==> src/tlf_pkg.sv <==
// tlf_pkg: shared constants, types and codes for the text line folder
// no dependencies; used by every module of the block by scoped names

package tlf_pkg;

  localparam int MAX_WIDTH  = 16;
  localparam int LINE_DEPTH = MAX_WIDTH + 1;
  localparam int ADDR_W     = $clog2(LINE_DEPTH);
  localparam int CNT_W      = 5;
  localparam int FOLD_W     = 5;
  localparam int CHAR_W     = 8;
  localparam int CFG_ADDR_W = 3;
  localparam int CFG_DATA_W = 32;

  localparam logic [FOLD_W-1:0] FOLD_RESET = 5'd11;
  localparam logic [FOLD_W-1:0] FOLD_MIN   = 5'd2;
  localparam logic [FOLD_W-1:0] FOLD_MAX   = FOLD_W'(MAX_WIDTH);

  localparam logic [CHAR_W-1:0] CH_HYPHEN  = 8'd45;
  localparam logic [CHAR_W-1:0] CH_SPACE   = 8'd32;
  localparam logic [CHAR_W-1:0] CH_TAB     = 8'd9;
  localparam logic [CHAR_W-1:0] CH_NEWLINE = 8'd10;

  // register index, taken from paddr bit 2
  localparam logic REG_FOLD_COLUMN = 1'b0;

  typedef enum logic [1:0] {
    ST_IDLE,
    ST_EMIT,
    ST_COPY
  } tlf_state_t;

  // one output word on its way: either a constant or the line memory read data
  typedef struct packed {
    logic              vld;
    logic              from_mem;
    logic [CHAR_W-1:0] ch;
    logic              last;
  } tlf_issue_t;

endpackage

==> src/tlf_line_ram.sv <==
// tlf_line_ram: line buffer memory, one write port and one registered read port
// depends on tlf_pkg

module tlf_line_ram (
  input  logic                      clk,
  input  logic                      we,
  input  logic [tlf_pkg::ADDR_W-1:0] waddr,
  input  logic [tlf_pkg::CHAR_W-1:0] wdata,
  input  logic                      re,
  input  logic [tlf_pkg::ADDR_W-1:0] raddr,
  output logic [tlf_pkg::CHAR_W-1:0] rdata
);

  logic [tlf_pkg::CHAR_W-1:0] mem [tlf_pkg::LINE_DEPTH];
  logic [tlf_pkg::CHAR_W-1:0] rdata_r;

  always_ff @(posedge clk) begin
    if (we) begin
      mem[waddr] <= wdata;
    end
  end

  always_ff @(posedge clk) begin
    if (re) begin
      rdata_r <= mem[raddr];
    end
  end

  assign rdata = rdata_r;

endmodule

==> src/tlf_out_buf.sv <==
// tlf_out_buf: read-data stage plus two-word output queue with issue credit
// depends on tlf_pkg

module tlf_out_buf (
  input  logic                       clk,
  input  logic                       rst_n,
  input  tlf_pkg::tlf_issue_t        issue,
  input  logic [tlf_pkg::CHAR_W-1:0] mem_rdata,
  output logic                       can_issue,
  output logic                       out_valid,
  input  logic                       out_ready,
  output logic [tlf_pkg::CHAR_W-1:0] out_char,
  output logic                       out_last_of_run
);

  tlf_pkg::tlf_issue_t        stage_r;
  logic [tlf_pkg::CHAR_W-1:0] q_char_r [2];
  logic                       q_last_r [2];
  logic                       wr_ptr_r, wr_ptr_nxt;
  logic                       rd_ptr_r, rd_ptr_nxt;
  logic [1:0]                 cnt_r, cnt_nxt;
  logic [1:0]                 occ;
  logic                       push, pop;
  logic [tlf_pkg::CHAR_W-1:0] push_char;

  assign push      = stage_r.vld;
  assign pop       = out_valid && out_ready;
  assign push_char = stage_r.from_mem ? mem_rdata : stage_r.ch;
  // words queued plus word in the stage never exceed two
  assign occ       = cnt_r + {1'b0, stage_r.vld};
  assign can_issue = (occ <= 2'd1) || pop;

  assign wr_ptr_nxt = push ? ~wr_ptr_r : wr_ptr_r;
  assign rd_ptr_nxt = pop ? ~rd_ptr_r : rd_ptr_r;
  assign cnt_nxt    = cnt_r + {1'b0, push} - {1'b0, pop};

  always_ff @(posedge clk) begin
    if (!rst_n) begin
      stage_r  <= '0;
      wr_ptr_r <= 1'b0;
      rd_ptr_r <= 1'b0;
      cnt_r    <= 2'd0;
    end else begin
      stage_r  <= issue;
      wr_ptr_r <= wr_ptr_nxt;
      rd_ptr_r <= rd_ptr_nxt;
      cnt_r    <= cnt_nxt;
    end
  end

  always_ff @(posedge clk) begin
    if (push) begin
      q_char_r[wr_ptr_r] <= push_char;
      q_last_r[wr_ptr_r] <= stage_r.last;
    end
  end

  assign out_valid       = cnt_r != 2'd0;
  assign out_char        = q_char_r[rd_ptr_r];
  assign out_last_of_run = q_last_r[rd_ptr_r];

endmodule

==> src/tlf_seq.sv <==
// tlf_seq: line state registers and the emit / copy sequencer around the line memory
// depends on tlf_pkg

module tlf_seq (
  input  logic                       clk,
  input  logic                       rst_n,
  input  logic [tlf_pkg::FOLD_W-1:0] fold_column,
  input  logic                       in_valid,
  output logic                       in_ready,
  input  logic [tlf_pkg::CHAR_W-1:0] in_char,
  input  logic                       can_issue,
  output tlf_pkg::tlf_issue_t        issue,
  output logic                       mem_we,
  output logic [tlf_pkg::ADDR_W-1:0] mem_waddr,
  output logic [tlf_pkg::CHAR_W-1:0] mem_wdata,
  output logic                       mem_re,
  output logic [tlf_pkg::ADDR_W-1:0] mem_raddr,
  input  logic [tlf_pkg::CHAR_W-1:0] mem_rdata
);

  tlf_pkg::tlf_state_t       state_r, state_nxt;

  logic [tlf_pkg::CNT_W-1:0] fill_r, fill_nxt;
  logic [tlf_pkg::CNT_W-1:0] run_start_r, run_start_nxt;
  logic [tlf_pkg::CNT_W-1:0] run_end_r, run_end_nxt;
  logic                      seen_r, seen_nxt;

  logic [tlf_pkg::CNT_W-1:0] emit_cnt_r, emit_cnt_nxt;
  logic                      hyph_r, hyph_nxt;
  logic [tlf_pkg::CNT_W-1:0] copy_base_r, copy_base_nxt;
  logic [tlf_pkg::CNT_W-1:0] copy_cnt_r, copy_cnt_nxt;
  logic [tlf_pkg::CNT_W-1:0] idx_r, idx_nxt;
  logic                      cp_pend_r, cp_pend_nxt;
  logic [tlf_pkg::ADDR_W-1:0] cp_dst_r, cp_dst_nxt;

  logic [tlf_pkg::FOLD_W-1:0] limit;
  logic [tlf_pkg::CNT_W-1:0]  col;
  logic                       accept, is_nl, is_blank, at_fold, run_ok, has_out;
  logic                       emit_more, copy_last;

  assign limit = (fold_column < tlf_pkg::FOLD_MIN) ? tlf_pkg::FOLD_MIN :
                 (fold_column > tlf_pkg::FOLD_MAX) ? tlf_pkg::FOLD_MAX : fold_column;
  assign col   = (fill_r > tlf_pkg::CNT_W'(tlf_pkg::MAX_WIDTH)) ?
                 tlf_pkg::CNT_W'(tlf_pkg::MAX_WIDTH) : fill_r;

  assign in_ready  = (state_r == tlf_pkg::ST_IDLE) && !cp_pend_r;
  assign accept    = in_valid && in_ready;
  assign is_nl     = in_char == tlf_pkg::CH_NEWLINE;
  assign is_blank  = (in_char == tlf_pkg::CH_SPACE) || (in_char == tlf_pkg::CH_TAB);
  assign at_fold   = col >= limit;
  assign run_ok    = seen_r && (run_end_r < col) && (run_start_r <= run_end_r);
  assign has_out   = is_nl || at_fold;
  assign emit_more = idx_r < emit_cnt_r;
  assign copy_last = idx_r == (copy_cnt_r - 5'd1);

  // next state
  always_comb begin
    state_nxt = state_r;
    case (state_r)
      tlf_pkg::ST_IDLE: begin
        if (accept && has_out) begin
          state_nxt = tlf_pkg::ST_EMIT;
        end
      end
      tlf_pkg::ST_EMIT: begin
        if (can_issue && !emit_more && !hyph_r) begin
          state_nxt = (copy_cnt_r != '0) ? tlf_pkg::ST_COPY : tlf_pkg::ST_IDLE;
        end
      end
      tlf_pkg::ST_COPY: begin
        if (copy_last) begin
          state_nxt = tlf_pkg::ST_IDLE;
        end
      end
      default: state_nxt = tlf_pkg::ST_IDLE;
    endcase
  end

  // outputs and datapath
  always_comb begin
    issue         = '0;
    mem_re        = 1'b0;
    mem_raddr     = idx_r;
    mem_we        = 1'b0;
    mem_waddr     = col;
    mem_wdata     = in_char;
    fill_nxt      = fill_r;
    run_start_nxt = run_start_r;
    run_end_nxt   = run_end_r;
    seen_nxt      = seen_r;
    emit_cnt_nxt  = emit_cnt_r;
    hyph_nxt      = hyph_r;
    copy_base_nxt = copy_base_r;
    copy_cnt_nxt  = copy_cnt_r;
    idx_nxt       = idx_r;
    cp_pend_nxt   = 1'b0;
    cp_dst_nxt    = cp_dst_r;

    // pending copy write, in the cycle after its read
    if (cp_pend_r) begin
      mem_we    = 1'b1;
      mem_waddr = cp_dst_r;
      mem_wdata = mem_rdata;
    end

    case (state_r)
      tlf_pkg::ST_IDLE: begin
        if (accept) begin
          idx_nxt = '0;
          if (is_nl) begin
            emit_cnt_nxt = col;
            hyph_nxt     = 1'b0;
            copy_cnt_nxt = '0;
            fill_nxt     = '0;
            seen_nxt     = 1'b0;
          end else begin
            mem_we   = 1'b1;
            fill_nxt = col + 5'd1;
            if (at_fold) begin
              seen_nxt = 1'b0;
              if (is_blank) begin
                emit_cnt_nxt = col;
                hyph_nxt     = 1'b0;
                copy_cnt_nxt = '0;
                fill_nxt     = '0;
              end else if (run_ok) begin
                emit_cnt_nxt  = run_start_r;
                hyph_nxt      = 1'b0;
                copy_base_nxt = run_end_r + 5'd1;
                copy_cnt_nxt  = col - run_end_r;
                fill_nxt      = col - run_end_r;
              end else begin
                // hyphen break keeps the last buffered char and the new one
                emit_cnt_nxt  = col - 5'd1;
                hyph_nxt      = 1'b1;
                copy_base_nxt = col - 5'd1;
                copy_cnt_nxt  = 5'd2;
                fill_nxt      = 5'd2;
              end
            end else if (is_blank) begin
              if (!seen_r || ((run_end_r + 5'd1) != col)) begin
                run_start_nxt = col;
              end
              run_end_nxt = col;
              seen_nxt    = 1'b1;
            end
          end
        end
      end
      tlf_pkg::ST_EMIT: begin
        if (can_issue) begin
          if (emit_more) begin
            mem_re         = 1'b1;
            mem_raddr      = tlf_pkg::ADDR_W'(idx_r);
            issue.vld      = 1'b1;
            issue.from_mem = 1'b1;
            idx_nxt        = idx_r + 5'd1;
          end else if (hyph_r) begin
            issue.vld = 1'b1;
            issue.ch  = tlf_pkg::CH_HYPHEN;
            hyph_nxt  = 1'b0;
          end else begin
            issue.vld  = 1'b1;
            issue.ch   = tlf_pkg::CH_NEWLINE;
            issue.last = 1'b1;
            idx_nxt    = '0;
          end
        end
      end
      tlf_pkg::ST_COPY: begin
        mem_re      = 1'b1;
        mem_raddr   = tlf_pkg::ADDR_W'(copy_base_r + idx_r);
        cp_pend_nxt = 1'b1;
        cp_dst_nxt  = tlf_pkg::ADDR_W'(idx_r);
        idx_nxt     = copy_last ? '0 : idx_r + 5'd1;
      end
      default: begin
        idx_nxt = '0;
      end
    endcase
  end

  always_ff @(posedge clk) begin
    if (!rst_n) begin
      state_r     <= tlf_pkg::ST_IDLE;
      fill_r      <= '0;
      run_start_r <= '0;
      run_end_r   <= '0;
      seen_r      <= 1'b0;
      hyph_r      <= 1'b0;
      idx_r       <= '0;
      cp_pend_r   <= 1'b0;
      emit_cnt_r  <= '0;
      copy_cnt_r  <= '0;
    end else begin
      state_r     <= state_nxt;
      fill_r      <= fill_nxt;
      run_start_r <= run_start_nxt;
      run_end_r   <= run_end_nxt;
      seen_r      <= seen_nxt;
      hyph_r      <= hyph_nxt;
      idx_r       <= idx_nxt;
      cp_pend_r   <= cp_pend_nxt;
      emit_cnt_r  <= emit_cnt_nxt;
      copy_cnt_r  <= copy_cnt_nxt;
    end
  end

  always_ff @(posedge clk) begin
    copy_base_r <= copy_base_nxt;
    cp_dst_r    <= cp_dst_nxt;
  end

endmodule

==> src/text_line_folder.sv <==
// text_line_folder: greedy word wrap of a byte stream at a programmable fold column
// output path: an accepted newline or fold starts the emit pass; its words go through the
//   read-data stage and the output queue. Input flow: a char that folds nothing keeps input
//   open; a fold or newline closes it for the emit pass, and for the copy pass when a word is
//   carried over, as the single read port of the line memory serves both passes
// reset: rst_n synchronous active low clears control and fold_column (11); line memory keeps data

module text_line_folder (
  input  logic                          clk,
  input  logic                          rst_n,
  // input word channel
  input  logic                          in_valid,
  output logic                          in_ready,
  input  logic [tlf_pkg::CHAR_W-1:0]    in_char,
  // result word channel
  output logic                          out_valid,
  input  logic                          out_ready,
  output logic [tlf_pkg::CHAR_W-1:0]    out_char,
  output logic                          out_last_of_run,
  // configuration port
  input  logic                          cfg_psel,
  input  logic                          cfg_penable,
  input  logic                          cfg_pwrite,
  input  logic [tlf_pkg::CFG_ADDR_W-1:0] cfg_paddr,
  input  logic [tlf_pkg::CFG_DATA_W-1:0] cfg_pwdata,
  output logic [tlf_pkg::CFG_DATA_W-1:0] cfg_prdata,
  output logic                          cfg_pready
);

  logic [tlf_pkg::FOLD_W-1:0] fold_column_r, fold_column_nxt;
  logic                       cfg_wr, cfg_hit;

  tlf_pkg::tlf_issue_t        issue;
  logic                       can_issue;
  logic                       mem_we, mem_re;
  logic [tlf_pkg::ADDR_W-1:0] mem_waddr, mem_raddr;
  logic [tlf_pkg::CHAR_W-1:0] mem_wdata, mem_rdata;

  // apb slave: no wait states, one register at byte address 0, decoded from paddr bit 2 only
  assign cfg_pready = 1'b1;
  assign cfg_hit    = cfg_paddr[2] == tlf_pkg::REG_FOLD_COLUMN;
  assign cfg_wr     = cfg_psel && cfg_penable && cfg_pwrite && cfg_pready;

  // only the low five bits of the written word are kept
  assign fold_column_nxt = (cfg_wr && cfg_hit) ? cfg_pwdata[tlf_pkg::FOLD_W-1:0]
                                               : fold_column_r;

  always_ff @(posedge clk) begin
    if (!rst_n) begin
      fold_column_r <= tlf_pkg::FOLD_RESET;
    end else begin
      fold_column_r <= fold_column_nxt;
    end
  end

  // reads with paddr bit 2 set return zero
  assign cfg_prdata = cfg_hit ? {{(tlf_pkg::CFG_DATA_W - tlf_pkg::FOLD_W){1'b0}}, fold_column_r}
                              : '0;

  // sequencer: owns fill count and blank-run marks, drives the emit and copy passes
  tlf_seq u_seq (
    .clk         (clk),
    .rst_n       (rst_n),
    .fold_column (fold_column_r),
    .in_valid    (in_valid),
    .in_ready    (in_ready),
    .in_char     (in_char),
    .can_issue   (can_issue),
    .issue       (issue),
    .mem_we      (mem_we),
    .mem_waddr   (mem_waddr),
    .mem_wdata   (mem_wdata),
    .mem_re      (mem_re),
    .mem_raddr   (mem_raddr),
    .mem_rdata   (mem_rdata)
  );

  // line buffer, 17 chars, registered read data in the cycle after the address
  tlf_line_ram u_ram (
    .clk   (clk),
    .we    (mem_we),
    .waddr (mem_waddr),
    .wdata (mem_wdata),
    .re    (mem_re),
    .raddr (mem_raddr),
    .rdata (mem_rdata)
  );

  // read-data stage and two-word queue; the credit back to the sequencer
  // keeps the queue from overflowing while the consumer stalls
  tlf_out_buf u_out (
    .clk             (clk),
    .rst_n           (rst_n),
    .issue           (issue),
    .mem_rdata       (mem_rdata),
    .can_issue       (can_issue),
    .out_valid       (out_valid),
    .out_ready       (out_ready),
    .out_char        (out_char),
    .out_last_of_run (out_last_of_run)
  );

endmodule

==> config.mk <==
export PLATFORM = sky130hd
export DESIGN_NAME = text_line_folder
export DESIGN_NICKNAME = d
export VERILOG_FILES = /design/src/tlf_pkg.sv /design/src/tlf_line_ram.sv /design/src/tlf_out_buf.sv /design/src/tlf_seq.sv /design/src/text_line_folder.sv
export SDC_FILE = /design/constraint.sdc
export NUM_CORES = 1
export LEC_CHECK = 0
export BUFFER_PORTS_ARGS = -buffer_cell sky130_fd_sc_hd__buf_2
export CAP_MARGIN = 20
export CORE_UTILIZATION = 45
export DETAILED_ROUTE_END_ITERATION = 6
export PLACE_DENSITY = 0.61
export SLEW_MARGIN = 0
export SYNTH_ARGS = -nofsm -noshare
export SYNTH_HDL_FRONTEND = slang
export SYNTH_HIERARCHICAL = 1
export SYNTH_SLANG_ARGS = --single-unit
export TNS_END_PERCENT = 20
==> constraint.sdc <==
create_clock -name clk -period 8.1 [get_ports clk]
set_input_delay 2.43 -clock clk [delete_from_list [all_inputs] [get_ports clk]]
set_output_delay 2.43 -clock clk [all_outputs]
set_load 0.1 [all_outputs]
After elaboration in Yosys (flattened, before gate mapping)
Memories as Yosys holds them, arrays and structs flattened. A register that Yosys moved wholly into a read port is not among the register bits.
Cells that the tools add are included.
{"block": "word_totals", "mem_count": 3, "output_inout_bits": 44, "ramBits": 154, "regBits": 65}
{"block": "op_classes", "n_reduce_logical": 37, "n_bitwise": 9, "addsub": 9, "n_eq_ne": 15, "order_cmp": 8, "muxes": 61}
{"name": "u_ram.mem", "words": 17, "width": 8, "rd": 1, "rd_ports_with_merged_regs": 1, "write_ports": 1, "line_no": "tlf_line_ram.sv:14", "rtl": "logic [tlf_pkg::CHAR_W-1:0] mem [tlf_pkg::LINE_DEPTH];"}
{"name": "u_out.q_char_r", "words": 2, "width": 8, "rd": 1, "rd_ports_with_merged_regs": 1, "write_ports": 1, "line_no": "tlf_out_buf.sv:17", "rtl": "logic [tlf_pkg::CHAR_W-1:0] q_char_r [2];"}
{"name": "u_out.q_last_r", "words": 2, "width": 1, "rd": 1, "rd_ports_with_merged_regs": 1, "write_ports": 1, "line_no": "tlf_out_buf.sv:18", "rtl": "logic q_last_r [2];"}
{"cell": "5-bit two-way mux", "n": 22}
{"cell": "1-bit two-way mux", "n": 26}
{"cell": "8-bit by 4-bit == test with 1-bit output (second input constant)", "n": 2}
{"cell": "8-bit two-way mux", "n": 2}
{"cell": "5-bit by 1-bit adder with 5-bit output (second input constant)", "n": 3}
{"cell": "5-bit case mux with 3 select lines", "n": 1}
{"cell": "3-bit AND reduction", "n": 5}
{"cell": "5-bit AND reduction", "n": 3}
{"cell": "1-bit logical AND", "n": 11}
{"cell": "11-bit two-way mux", "n": 1}
{"cell": "5-bit > comparator (second input constant)", "n": 2}
{"cell": "5-bit less-than comparator", "n": 2}
{"cell": "5-bit by 1-bit subtractor with 5-bit output (second input constant)", "n": 2}
{"cell": "9-bit two-way mux", "n": 1}
{"cell": "1-bit NOT", "n": 9}
{"cell": "8-bit by 6-bit == test with 1-bit output (second input constant)", "n": 1}
{"cell": "2-bit two-way mux", "n": 4}
{"cell": "2-bit by 1-bit inequality test with 1-bit output (second input constant)", "n": 4}
{"cell": "6-bit two-way mux", "n": 1}
{"cell": "2-bit case mux with 3 select lines", "n": 1}
{"cell": "6-bit AND reduction", "n": 1}
{"cell": "2-bit nonzero test", "n": 3}
{"cell": "5-bit adder", "n": 1}
{"cell": "5-bit == test", "n": 1}
{"cell": "other kinds (21)", "n": 30}

Depth between registers and ports, before layout
Gate-level depths: netlist of run 1.
{"block": "logic_depth", "depth_word": 11, "depth_mapped": 13}

Hierarchy
The synthesis of run 1 kept the hierarchy.
{"module": "tlf_line_ram", "area_per_inst_um2": 5639.2, "seq_area_each_um2": 4324.1, "cells_each": 254, "n_inst": 1}
{"module": "tlf_seq", "area_per_inst_um2": 3544.6, "seq_area_each_um2": 1001.0, "cells_each": 426, "n_inst": 1}
{"module": "tlf_out_buf", "area_per_inst_um2": 1293.7, "seq_area_each_um2": 860.8, "cells_each": 84, "n_inst": 1}
{"module": "text_line_folder", "area_per_inst_um2": 489.2, "seq_area_each_um2": 100.1, "cells_each": 58, "n_inst": 1}

Worst setup path after synthesis of run 1
No wires, ideal clock.
{"block": "synth_path", "path_kind": "input port to output port", "from": "input cfg_paddr[2] (netlist name)", "to": "output cfg_prdata[0] (netlist name)", "t_arrival_ps": 2946, "stages": 1, "path_buffers": 0, "required_time_ps": 5670, "setup_slack_ps": 2724, "cell_sequence": "and2b_2"}
{"block": "synth_between", "elab_chain_cells": 1}
{"element": "start: declaration", "line_no": "text_line_folder.sv:24", "rtl": "input logic [tlf_pkg::CFG_ADDR_W-1:0] cfg_paddr,"}
{"element": "5-bit two-way mux", "line_no": "text_line_folder.sv:57", "rtl": "assign cfg_prdata = cfg_hit ? {{(tlf_pkg::CFG_DATA_W - tlf_pkg::FOLD_W){1'b0}}, fold_column_r}"}
{"element": "end: declaration", "line_no": "text_line_folder.sv:26", "rtl": "output logic [tlf_pkg::CFG_DATA_W-1:0] cfg_prdata,"}
Every way passes these cells.

Final worst setup path of run 1
{"block": "layout_path", "from": "input cfg_paddr[2] (netlist name)", "to": "output cfg_prdata[4] (netlist name)"}
Same word-level chain as after synthesis.

==> results of run 1 <==
[per-stage QoR]
| step | hold slack (ns) | instances | instance area (sq um) | util (%) | worst slack, ns |
|---|---|---|---|---|---|
| after floorplan | 0.404 | 850 | 11100 | - | 2.72 |
| after global placement | 0.418 | 1143 | 11200 | 47.3 | 2.51 |
| after detailed placement | 0.420 | 1143 | 11200 | 47.3 | 2.50 |
| after CTS | 0.435 | 1186 | 12000 | 50.7 | 2.50 |
| after global routing | 0.474 | 1186 | 12000 | 50.7 | 2.48 |
| final | 0.434 | 1186 | 12000 | 50.7 | 2.50 |
[metal layers]
| metal | vias up | routed length, um |
|---|---|---|
| met1 | 3049 | 10200 |
| met2 | 181 | 10200 |
| li1 | 3075 | - |
| met5 | - | 0 |
| met3 | 30 | 1200 |
| met4 | 0 | 382 |
[synthesized netlist by cell type (all sizes together), types with 6 or more instances]
cell | n | area share [%]
and2b | 6 | 0.48
o21a | 7 | 0.49
mux4 | 32 | 6.8
and2 | 16 | 0.92
xnor2 | 12 | 0.96
o211ai | 6 | 0.41
xor2 | 8 | 0.64
o22ai | 9 | 0.57
a21o | 6 | 0.42
nand2 | 47 | 1.6
mux2i | 22 | 2.0
dfxtp | 56 | 10
clkbuf | 19 | 1.0
a21oi | 34 | 1.6
nand3 | 26 | 1.2
a221oi | 10 | 1.3
nor2 | 49 | 1.7
ha | 33 | 3.8
a31oi | 7 | 0.40
mux2 | 30 | 3.1
nor3 | 13 | 0.59
edfxtp | 172 | 47
o21ai | 23 | 1.0
inv | 30 | 1.0
nor2b | 21 | 1.2
buf | 54 | 3.9
and3 | 7 | 0.41
nand2b | 12 | 0.68
[worst max-delay path by stage]
| stage | from | to | slack (ns) | depth (start not counted) |
|---|---|---|---|---|
| finish | cfg_paddr[2] | cfg_prdata[4] | 2.50 | 3 |
| global route | cfg_paddr[2] | cfg_prdata[1] | 2.48 | 3 |
| CTS | cfg_paddr[2] | cfg_prdata[4] | 2.50 | 3 |
| detailed placement | cfg_paddr[2] | cfg_prdata[4] | 2.50 | 3 |
| global placement | cfg_paddr[2] | cfg_prdata[1] | 2.51 | 3 |
| floorplan | cfg_paddr[2] | cfg_prdata[0] | 2.72 | 1 |
[registers in the layout, indices dropped and copies added, names as in the netlist, named ones only]
| signal | count |
|---|---|
| u_seq/run_end_r | 5 |
| u_out/cnt_r | 2 |
| u_seq/state_r | 2 |
| u_out/push | 1 |
| u_out/rd_ptr_r | 1 |
| u_seq/copy_cnt_r | 5 |
| u_seq/run_start_r | 5 |
| u_seq/copy_base_r | 5 |
| u_seq/seen_r | 1 |
| fold_column_r | 5 |
| u_seq/hyph_r | 1 |
| u_ram/rdata | 8 |
| u_out/q_char_r | 16 |
| u_out/stage_r | 10 |
| u_seq/emit_cnt_r | 5 |
| u_ram/mem | 136 |
| u_seq/idx_r | 5 |
| u_out/wr_ptr_r | 1 |
| u_seq/cp_pend_r | 1 |
| u_seq/fill_r | 5 |
| u_out/q_last_r | 2 |
| u_seq/cp_dst_r | 5 |
[worst reg2reg max path, cell delays in order (launching register included)]
cell and delay [ns]:
dfxtp_1 0.83, nand2b_1 0.25, inv_1 0.23, ha_1 0.36, nand2_1 0.04, o21ai_0 0.25, a311oi_1 0.14, buf_4 0.20
nor3_1 0.53, buf_4 0.27
[where the power goes]
group          leakage (nW)  switching (W)  internal (W)  total (W)
clock network         0.394       0.000447      0.000673    0.00112
registers              2.00      0.0000151       0.00128    0.00130
logic                  1.81       0.000263     0.0000885   0.000352
[area by class of cell]
| cell class | instances | area (sq um) |
|---|---|---|
| Timing Repair Buffer | 47 | 263 |
| Tap cell | 319 | 399 |
| Fill cell | 2082 | 11700 |
| Inverter | 30 | 113 |
| Clock inverter | 16 | 198 |
| Clock buffer | 27 | 612 |
| Multi-Input combinational cell | 519 | 4130 |
| Sequential cell | 228 | 6290 |
[cell families after synthesis]
group           after synthesis  synth area share [%]
compound gates              124                  7.93
buf+inv                     103                  5.96
flops                       228                  57.3
simple gates                223                  10.7
other cells                   3                 0.103
xor+xnor                     22                  2.01
fa+ha+maj                    35                  4.13
mux                          84                  11.9
==> impl_results.md, run 1 <==
- Run status: finished clean
- CP Capture Type: output pin
- DR vias: roughly 6.3k
- Clock Sinks: 228
- Postcts setup bufs: 0
- Area Overhead vs Synth: 9.45%
- CP max stage delay: ~0.41 ns
- Critical path data arrival time: between 3 and 4 ns
- Commonest cells after routing, fill and taps aside: edfxtp_1, dfxtp_1, nor2_1, nand2_1, buf_2
- Avg Cell Area, Syn: 13.3 sq um
- CP Max Fanout: 6
- R2r startpoint: u_seq/fill_r[4]$_SDFFE_PN0P_
- Final hold viol count: 0
- Most used cell, CP: buf_2
- Placer Congestion: 0.794
- CP Launch Type: input port
- CTS Buf Count: 24
- Hold path endpoint: u_out/q_last_r[0]$_DFFE_PP_
- Worst-margin pin slew: 0.904 ns
- Mapped Area: 0.0110 sq mm
- Hold depth: 0
- DRC viols: 0
- Core Box Area: between 0.02 and 0.025 sq mm
- Post-CTS Hold Fix Bufs: 0
- CP delay by family, top: buffers and inverters
- Reg clk slew, reported paths: 0.06 ns
- Met2 Use GR: slightly below 30%
- Share of layout cells above drive strength 1: 19.3%
- Drt first pass iters: 5
- Max Fclk: 179 MHz
- Final Critical Period: around 5.6 ns
- Initial antenna violation count: 0
- Antenna Cells: 0
- Total grt overflow: 0
- Final ANT Viol Nets: 0
- Critical Path RT: around 5.7 ns
- Starting Density: 46.3%
- Hpwl dp: 14,600 um
- Clock Tree Root: clkbuf_16
- Fin Setup TNS: 0 ns
- Total GRT Usage: 18.1%
- Std cell rows: 56
- Total power: 0.00277 W
- Number of global-route vias before repair: around 6.1k
- Seq/Total Area, Yosys: between 50% and 60%
- Layout Skew: 0.00802 ns
- Top_reg_cell synth: edfxtp_1
- Final setup viols: 0
- Maximum vdd drop: around 150 uV
- Pwr/cell area: roughly 230 mW/mm^2
- Avg WL per Cell: 18.5 um
- First-pass GRT wire length: roughly 34,000 um
- Final nets: 935
- Number of flops mapped to enable cells by yosys: 172
- Yosys cell types: 74
- Worst Path Buf+Inv: 2
- Unrepaired setup endpoints after global routing: no
- Commonest non-fill, non-tap cell in the layout: edfxtp_1
- Pin count of the biggest net entering global routing: 42
- DRT Wirelength: around 22,000 um
- PostCTS Resize Cnt: 0
- Relative slew slack: 39.5%
- Skew-Pair Late Insertion Delay: between 0.5 and 0.6 ns
- Die height: 158 um
- # H-tree levels: 1
- CTS tree: yes
- CP max-delay cell: buf_2
- Worst r2r dst: u_seq/copy_base_r[4]$_DFFE_PP_
- Met1 Track Usage GR: between 20% and 30%
- Most Crowded Layer GR: met2
- Ports: 94
- FF+latch count, synth: 228
- Leak: 4.20 nW
- Die area: 0.0250 sq mm
- DRT iter0 DRCs: 459
- Worst Hold Class: reg -> reg
- Hold wc startpoint: u_out/stage_r[0]$_SDFF_PN0_
- Max-cap violation count: 0
- Cell Chain, Critical Path: buf_2, and2b_2, buf_2
- Met3 Resource Use GR: between 2 and 3%
- CP Class: in -> out
- Vias/cell: 5.34
- CTS Buffer Depth: 3
- Final Cycle Share: 69.1%
- Post-Syn Instances: 822
- I/O Buffers: 36
- Die X: about 160 um
- Worst Reg-to-Reg Cells: 9
- Final Max Slew Viols: 0
- Synth warnings: 6
- R2r setup slk: 4.70 ns
- Post-synth ARST share: 0%
(Power assumes the default switching activity.)
==> inputs of run 2 (changes only) <==
--- a/config.mk
+++ b/config.mk
@@ -9,7 +9,7 @@
 export CAP_MARGIN = 20
 export CORE_UTILIZATION = 45
 export DETAILED_ROUTE_END_ITERATION = 6
-export PLACE_DENSITY = 0.61
+export PLACE_DENSITY = 0.63
 export SLEW_MARGIN = 0
 export SYNTH_ARGS = -nofsm -noshare
 export SYNTH_HDL_FRONTEND = slang
==> constraint.sdc (replaced) <==
create_clock -name clk -period 5.1 [get_ports clk]
set_input_delay 1.53 -clock clk [delete_from_list [all_inputs] [get_ports clk]]
set_output_delay 1.53 -clock clk [all_outputs]
set_load 0.1 [all_outputs]
==> run 2 against run 1 <==
Compared with the run above:
- non-clock buffer count increased by 8
- cell area up 0.44%
- register-to-register slack worse by 3.1 ns
- combinational power is 59% higher
- wire length decreased by 0.10%
- cell count grew 0.93%
- largest power group unchanged
==> impl_results.md, run 2 (synthesis gave the netlist of run 1 again) <==
- Run status: finished clean
- Switching power: roughly 0.0011 W
- Die height: 158 um
- Internal power: 0.00323 W
- # H-tree levels: 1
- Fin Setup TNS: 0 ns
- Number of global-route vias before repair: roughly 6k
- PostCTS Resize Cnt: 0
- Std cell rows: 56
- Core Box Area: 0.0237 sq mm
- Reg clk slew, reported paths: 0.06 ns
- First-pass GRT wire length: 33,800 um
- Pwr/cell area: ~360 mW/mm^2
- Inst Count DP: 1,151
- Area of the multi-input gates: 0.00413 sq mm
- Sw frac: 26.0%
- Hpwl dp: approximately 15,000 um
- Post-Place Worst Slack: 0.954 ns
- Unrepaired setup endpoints after global routing: no
- CP Class: in -> out
- Die area: around 0.025 sq mm
- Final setup viols: 0
- Relative slew slack: 34.2%
- Final Cycle Share: 74.4%
- I/O Buffers: 36
- Area Overhead vs Synth: 9.93%
- DRC viols: 0
- Max reg flops: 136
- Combinational Power Share: 12.8%
- Skew-Pair Late Insertion Delay: 0.52 ns
- Starting Density: 46.3%
- CTS tree: yes
- PnR worst setup slack: 1.30 ns
- Register area: 0.00629 sq mm
- Antenna Cells: 0
- Final Critical Period: 3.80 ns
- Clock power frac: 40.1%
- Post-CTS Hold Fix Bufs: 0
- Fin cells: 1,197
- Critical path data arrival time: roughly 2.3 ns
- Largest Register: u_ram/mem
- CP Launch Type: input port
- Vias/cell: 5.33
- Layout Skew: 0.00746 ns
- DRT iter0 DRCs: between 400 and 500
- Final ANT Viol Nets: 0
- CP Max Fanout: 6
- Final nets: 944
- Share of layout cells above drive strength 1: 19.7%
- Maximum vdd drop: 273 uV
- Biggest regs: u_ram/mem x136, u_out/q_char_r x16, u_out/stage_r x10
- Reg power frac: 47.1%
- Die X: about 160 um
- Avg WL per Cell: about 18 um
- Postcts setup bufs: 0
- Placer Congestion: a little under 0.8
- Clock Tree Root: clkbuf_16
- DR vias: around 6.4k
- Critical Path RT: 3.57 ns
- CTS Buffer Depth: 3
- Initial antenna violation count: 0
- Worst Hold Class: reg -> reg
- Ports: 94
- CTS Buf Count: 25
- Commonest non-fill, non-tap cell in the layout: edfxtp_1
- Fill count: 2,059
- Leak: about 4.2 nW
- Final hold viol count: 0
- Commonest cells after routing, fill and taps aside: edfxtp_1, dfxtp_1, nor2_1, nand2_1, buf_2
- Worst-margin pin slew: 0.985 ns
- Total grt overflow: 0
- Final Max Slew Viols: 0
- Max-cap violation count: 0
- Pin count of the biggest net entering global routing: between 40 and 50
- Total GRT Usage: 18.0%
- Drt first pass iters: 5
- Max Fclk: ~260 MHz
- Clock Sinks: between 200 and 250
- DRT Wirelength: 21,900 um
- CP Capture Type: output pin
run 2: changes by cell type in the layout (fill, tap and decap cells not counted), sizes merged:
| cell | delta |
|---|---|
| inv | +1 |
| clkinv | -1 |
| bufinv | -1 |
| clkbuf | +4 |
| buf | +8 |
run 2: critical path, stage by stage:
cell     delay [ns]
buf_2          0.12
and2b_2        0.20
buf_2          0.41
run 2: cell type report:
type / count / area share, %
flip-flops and latches: 228 / 52.1
clock buffers: 31 / 5.38
repair buffers: 55 / 2.68
well taps: 319 / 3.31
multi-input cells: 519 / 34.3
inverters: 30 / 0.934
clock inverters: 15 / 1.28
run 2: per-layer routing:
metal / global-route usage, % / up-vias / part of all wire [%]
met1: 25.4 / 3092 / 47
met5: 0 / - / 0
li1: - / 3088 / -
met3: 2.66 / 18 / 5.0
met4: 5.17 / 0 / 1.3
met2: 29.0 / 178 / 47
run 2: path summary, 6_finish.rpt:
| kind | startpoint | endpoint | slack (ns) | cells after the start |
|---|---|---|---|---|
| worst max-delay path | cfg_paddr[2] | cfg_prdata[3] | 1.30 | 3 |
| worst min-delay path | u_out/stage_r[0]$_SDFF_PN0_ | u_out/q_last_r[0]$_DFFE_PP_ | 0.43 | 0 |
| worst max register to register | u_seq/idx_r[0]$_SDFFE_PN0P_ | u_ram/rdata[6]$_DFFE_PP_ | 1.58 | 9 |
| worst min register to register | u_out/stage_r[0]$_SDFF_PN0_ | u_out/q_last_r[0]$_DFFE_PP_ | 0.43 | 0 |
run 2: power by group through the flow:
stage	clock network, W	logic (W)	registers, W
after floorplan	0	0.000487	0.00209
after global placement	0	0.000557	0.00210
after detailed placement	0	0.000561	0.00210
after CTS	0.00179	0.000562	0.00206
after global routing	0.00186	0.000600	0.00206
final	0.00175	0.000560	0.00206
run 2: through the flow:
stage                     utilization (%)  power (W)  hold slack (ns)  instance area, sq um
final                                50.9    0.00437            0.433                 12100
after global routing                 50.9    0.00452            0.457                 12100
after CTS                            50.9    0.00441            0.437                 12100
after detailed placement             47.5    0.00266            0.423                 11300
after global placement               47.5    0.00265            0.420                 11300
after floorplan                         -    0.00257            0.404                 11100
==> inputs of run 3 (changes only) <==
==> constraint.sdc (replaced) <==
create_clock -name clk -period 3.45 [get_ports clk]
set_input_delay 1.035 -clock clk [delete_from_list [all_inputs] [get_ports clk]]
set_output_delay 1.035 -clock clk [all_outputs]
set_load 0.1 [all_outputs]
==> run 3 against run 2 <==
Compared with the run above:
- first-iteration DRC count rose by 6.0%
- global-route usage rose by 0.94 points
- power rose by 53%
- combinational power rose by 52%
- non-clock buffer count rose by 31
- cell count rose by 2.4%
- core utilization rose by 1.4 points
- clock skew rose by 0.0077 ns
- hold slack got worse by 0.0096 ns
- via count rose by 2.5%
- clock power rose by 61%
- critical path type is now reg -> reg
==> impl_results.md, run 3 (synthesis gave the netlist of run 1 again) <==
- Run status: finished clean
- Sw frac: 25.4%
- Critical path data arrival time: 3.22 ns
- Total GRT Usage: around a fifth
- Std cell rows: 56
- CTS tree: yes
- Fin Setup TNS: 0 ns
- Layout Skew: 0.0152 ns
- Pin count of the biggest net entering global routing: 41
- Largest Register: u_ram/mem
- Die height: 158 um
- Placer Congestion: 0.816
- Final ANT Viol Nets: 0
- Final Max Slew Viols: 0
- Worst Hold Class: reg -> reg
- Worst-margin pin slew: 0.871 ns
- Unrepaired setup endpoints after global routing: no
- Max-cap violation count: 0
- Antenna Cells: 0
- # H-tree levels: 1
- Vias/cell: ~5.3
- Internal power: approximately 0.0050 W
- Skew-Pair Late Insertion Delay: between 0.5 and 0.6 ns
- Biggest regs: u_ram/mem x136, u_out/q_char_r x16, u_out/stage_r x10
- Share of layout cells above drive strength 1: 22.8%
- Leak: ~4.4 nW
- Final Critical Period: 2.99 ns
- PnR worst setup slack: 0.462 ns
- CP Launch Type: flip-flop
- Die area: around 0.025 sq mm
- Area Overhead vs Synth: 12.9%
- Ports: 94
- CP Class: reg -> reg
- Commonest cells after routing, fill and taps aside: edfxtp_1, dfxtp_1, buf_4, nor2_1, nand2_1
- CTS Buf Count: 24
- Hpwl dp: 15,400 um
- CTS Buffer Depth: 3
- I/O Buffers: 36
- Pwr/cell area: around 540 mW/mm^2
- Post-Place Worst Slack: -0.00614 ns
- Reg clk slew, reported paths: 0.06 ns
- Final Cycle Share: between 80% and 90%
- Die X: 158 um
- Final nets: 974
- Clock Tree Root: clkbuf_16
- Final Util: 52.3%
- Drt first pass iters: 4
- Total grt overflow: 0
- Max Fclk: 335 MHz
- Final hold viol count: 0
- DRC viols: 0
- First-pass GRT wire length: 35,500 um
- Final setup viols: 0
- Relative slew slack: 41.8%
- DR vias: 6,536
- Core Box Area: 0.0237 sq mm
- CP Max Fanout: 18
- Avg WL per Cell: 18.4 um
- DRT iter0 DRCs: 439
- Switching power: 0.00170 W
- Starting Density: 46.3%
- CP Capture Type: flip-flop
- Max reg flops: 136
- Number of global-route vias before repair: 6,338
- DRT Wirelength: 22,600 um
- Critical Path RT: 3.68 ns
- Commonest non-fill, non-tap cell in the layout: edfxtp_1
- Reg power frac: 45.4%
- Inst Count DP: approximately 1.2k
- Maximum vdd drop: 330 uV
- Postcts setup bufs: 0
- Clock Sinks: approximately 230
- Clock power frac: between 40% and 50%
- Fin cells: roughly 1.2k
- Initial antenna violation count: 0
- Combinational Power Share: 12.7%
## run 3: changes by cell type in the layout (fill, tap and decap cells not counted), sizes merged
cell | previous run | this run
buf | 55 | 86
inv | 31 | 30
bufinv | 3 | 5
clkbuf | 31 | 34
clkinv | 9 | 2
clkinvlp | 2 | 3
## run 3: final cells by class
class | count | area [sq um]
well taps | 319 | 399
flip-flops and latches | 228 | 6290
inverters | 30 | 113
clock buffers | 34 | 689
repair buffers | 86 | 568
multi-input cells | 519 | 4140
clock inverters | 10 | 186
fillers | 2010 | 11300
## run 3: worst paths after layout
| kind | from | end | slack [ns] | cells past startpoint |
|---|---|---|---|---|
| max | u_seq/copy_base_r[1]$_DFFE_PP_ | u_ram/rdata[6]$_DFFE_PP_ | 0.46 | 8 |
| min | u_out/stage_r[0]$_SDFF_PN0_ | u_out/q_last_r[0]$_DFFE_PP_ | 0.42 | 0 |
| max reg2reg | u_seq/copy_base_r[1]$_DFFE_PP_ | u_ram/rdata[6]$_DFFE_PP_ | 0.46 | 8 |
| min reg2reg | u_out/stage_r[0]$_SDFF_PN0_ | u_out/q_last_r[0]$_DFFE_PP_ | 0.42 | 0 |
## run 3: timing repair
item	4_1_cts	5_1_grt
endpoints found under the setup margin	0	5
gates resized for setup	0	1
hold buffers	0	0
## run 3: critical path, stage by stage, from the launching register on
cell and delay [ns]:
edfxtp_1 0.39, ha_1 0.31, a21o_1 0.18, a21oi_1 0.17
xnor2_1 0.14, mux2_2 0.52, mux4_2 0.60, mux2i_1 0.28
a221oi_2 0.10
## run 3: power by group through the flow
stage | Clock (W) | Sequential [W] | Combinational (W)
floorplan | 0 | 0.00308 | 0.000720
global placement | 0 | 0.00310 | 0.000844
detailed placement | 0 | 0.00310 | 0.000847
CTS | 0.00288 | 0.00304 | 0.000850
global route | 0.00297 | 0.00305 | 0.000907
finish | 0.00281 | 0.00304 | 0.000849
## run 3: metal layers
layer / up-vias / global-route usage, % / share of wire, %
li1: 3152 / - / -
met1: 3162 / 26.8 / 46
met2: 185 / 30.3 / 46
met3: 37 / 2.98 / 5.8
met4: 0 / 5.27 / 2.1
met5: - / 0 / 0
## run 3: stage by stage
step	hold slack [ns]	instance area, sq um	power, W
floorplan	0.404	11100	0.00380
global placement	0.412	11500	0.00394
detailed placement	0.411	11500	0.00395
CTS	0.426	12400	0.00677
global route	0.433	12400	0.00693
finish	0.424	12400	0.00670
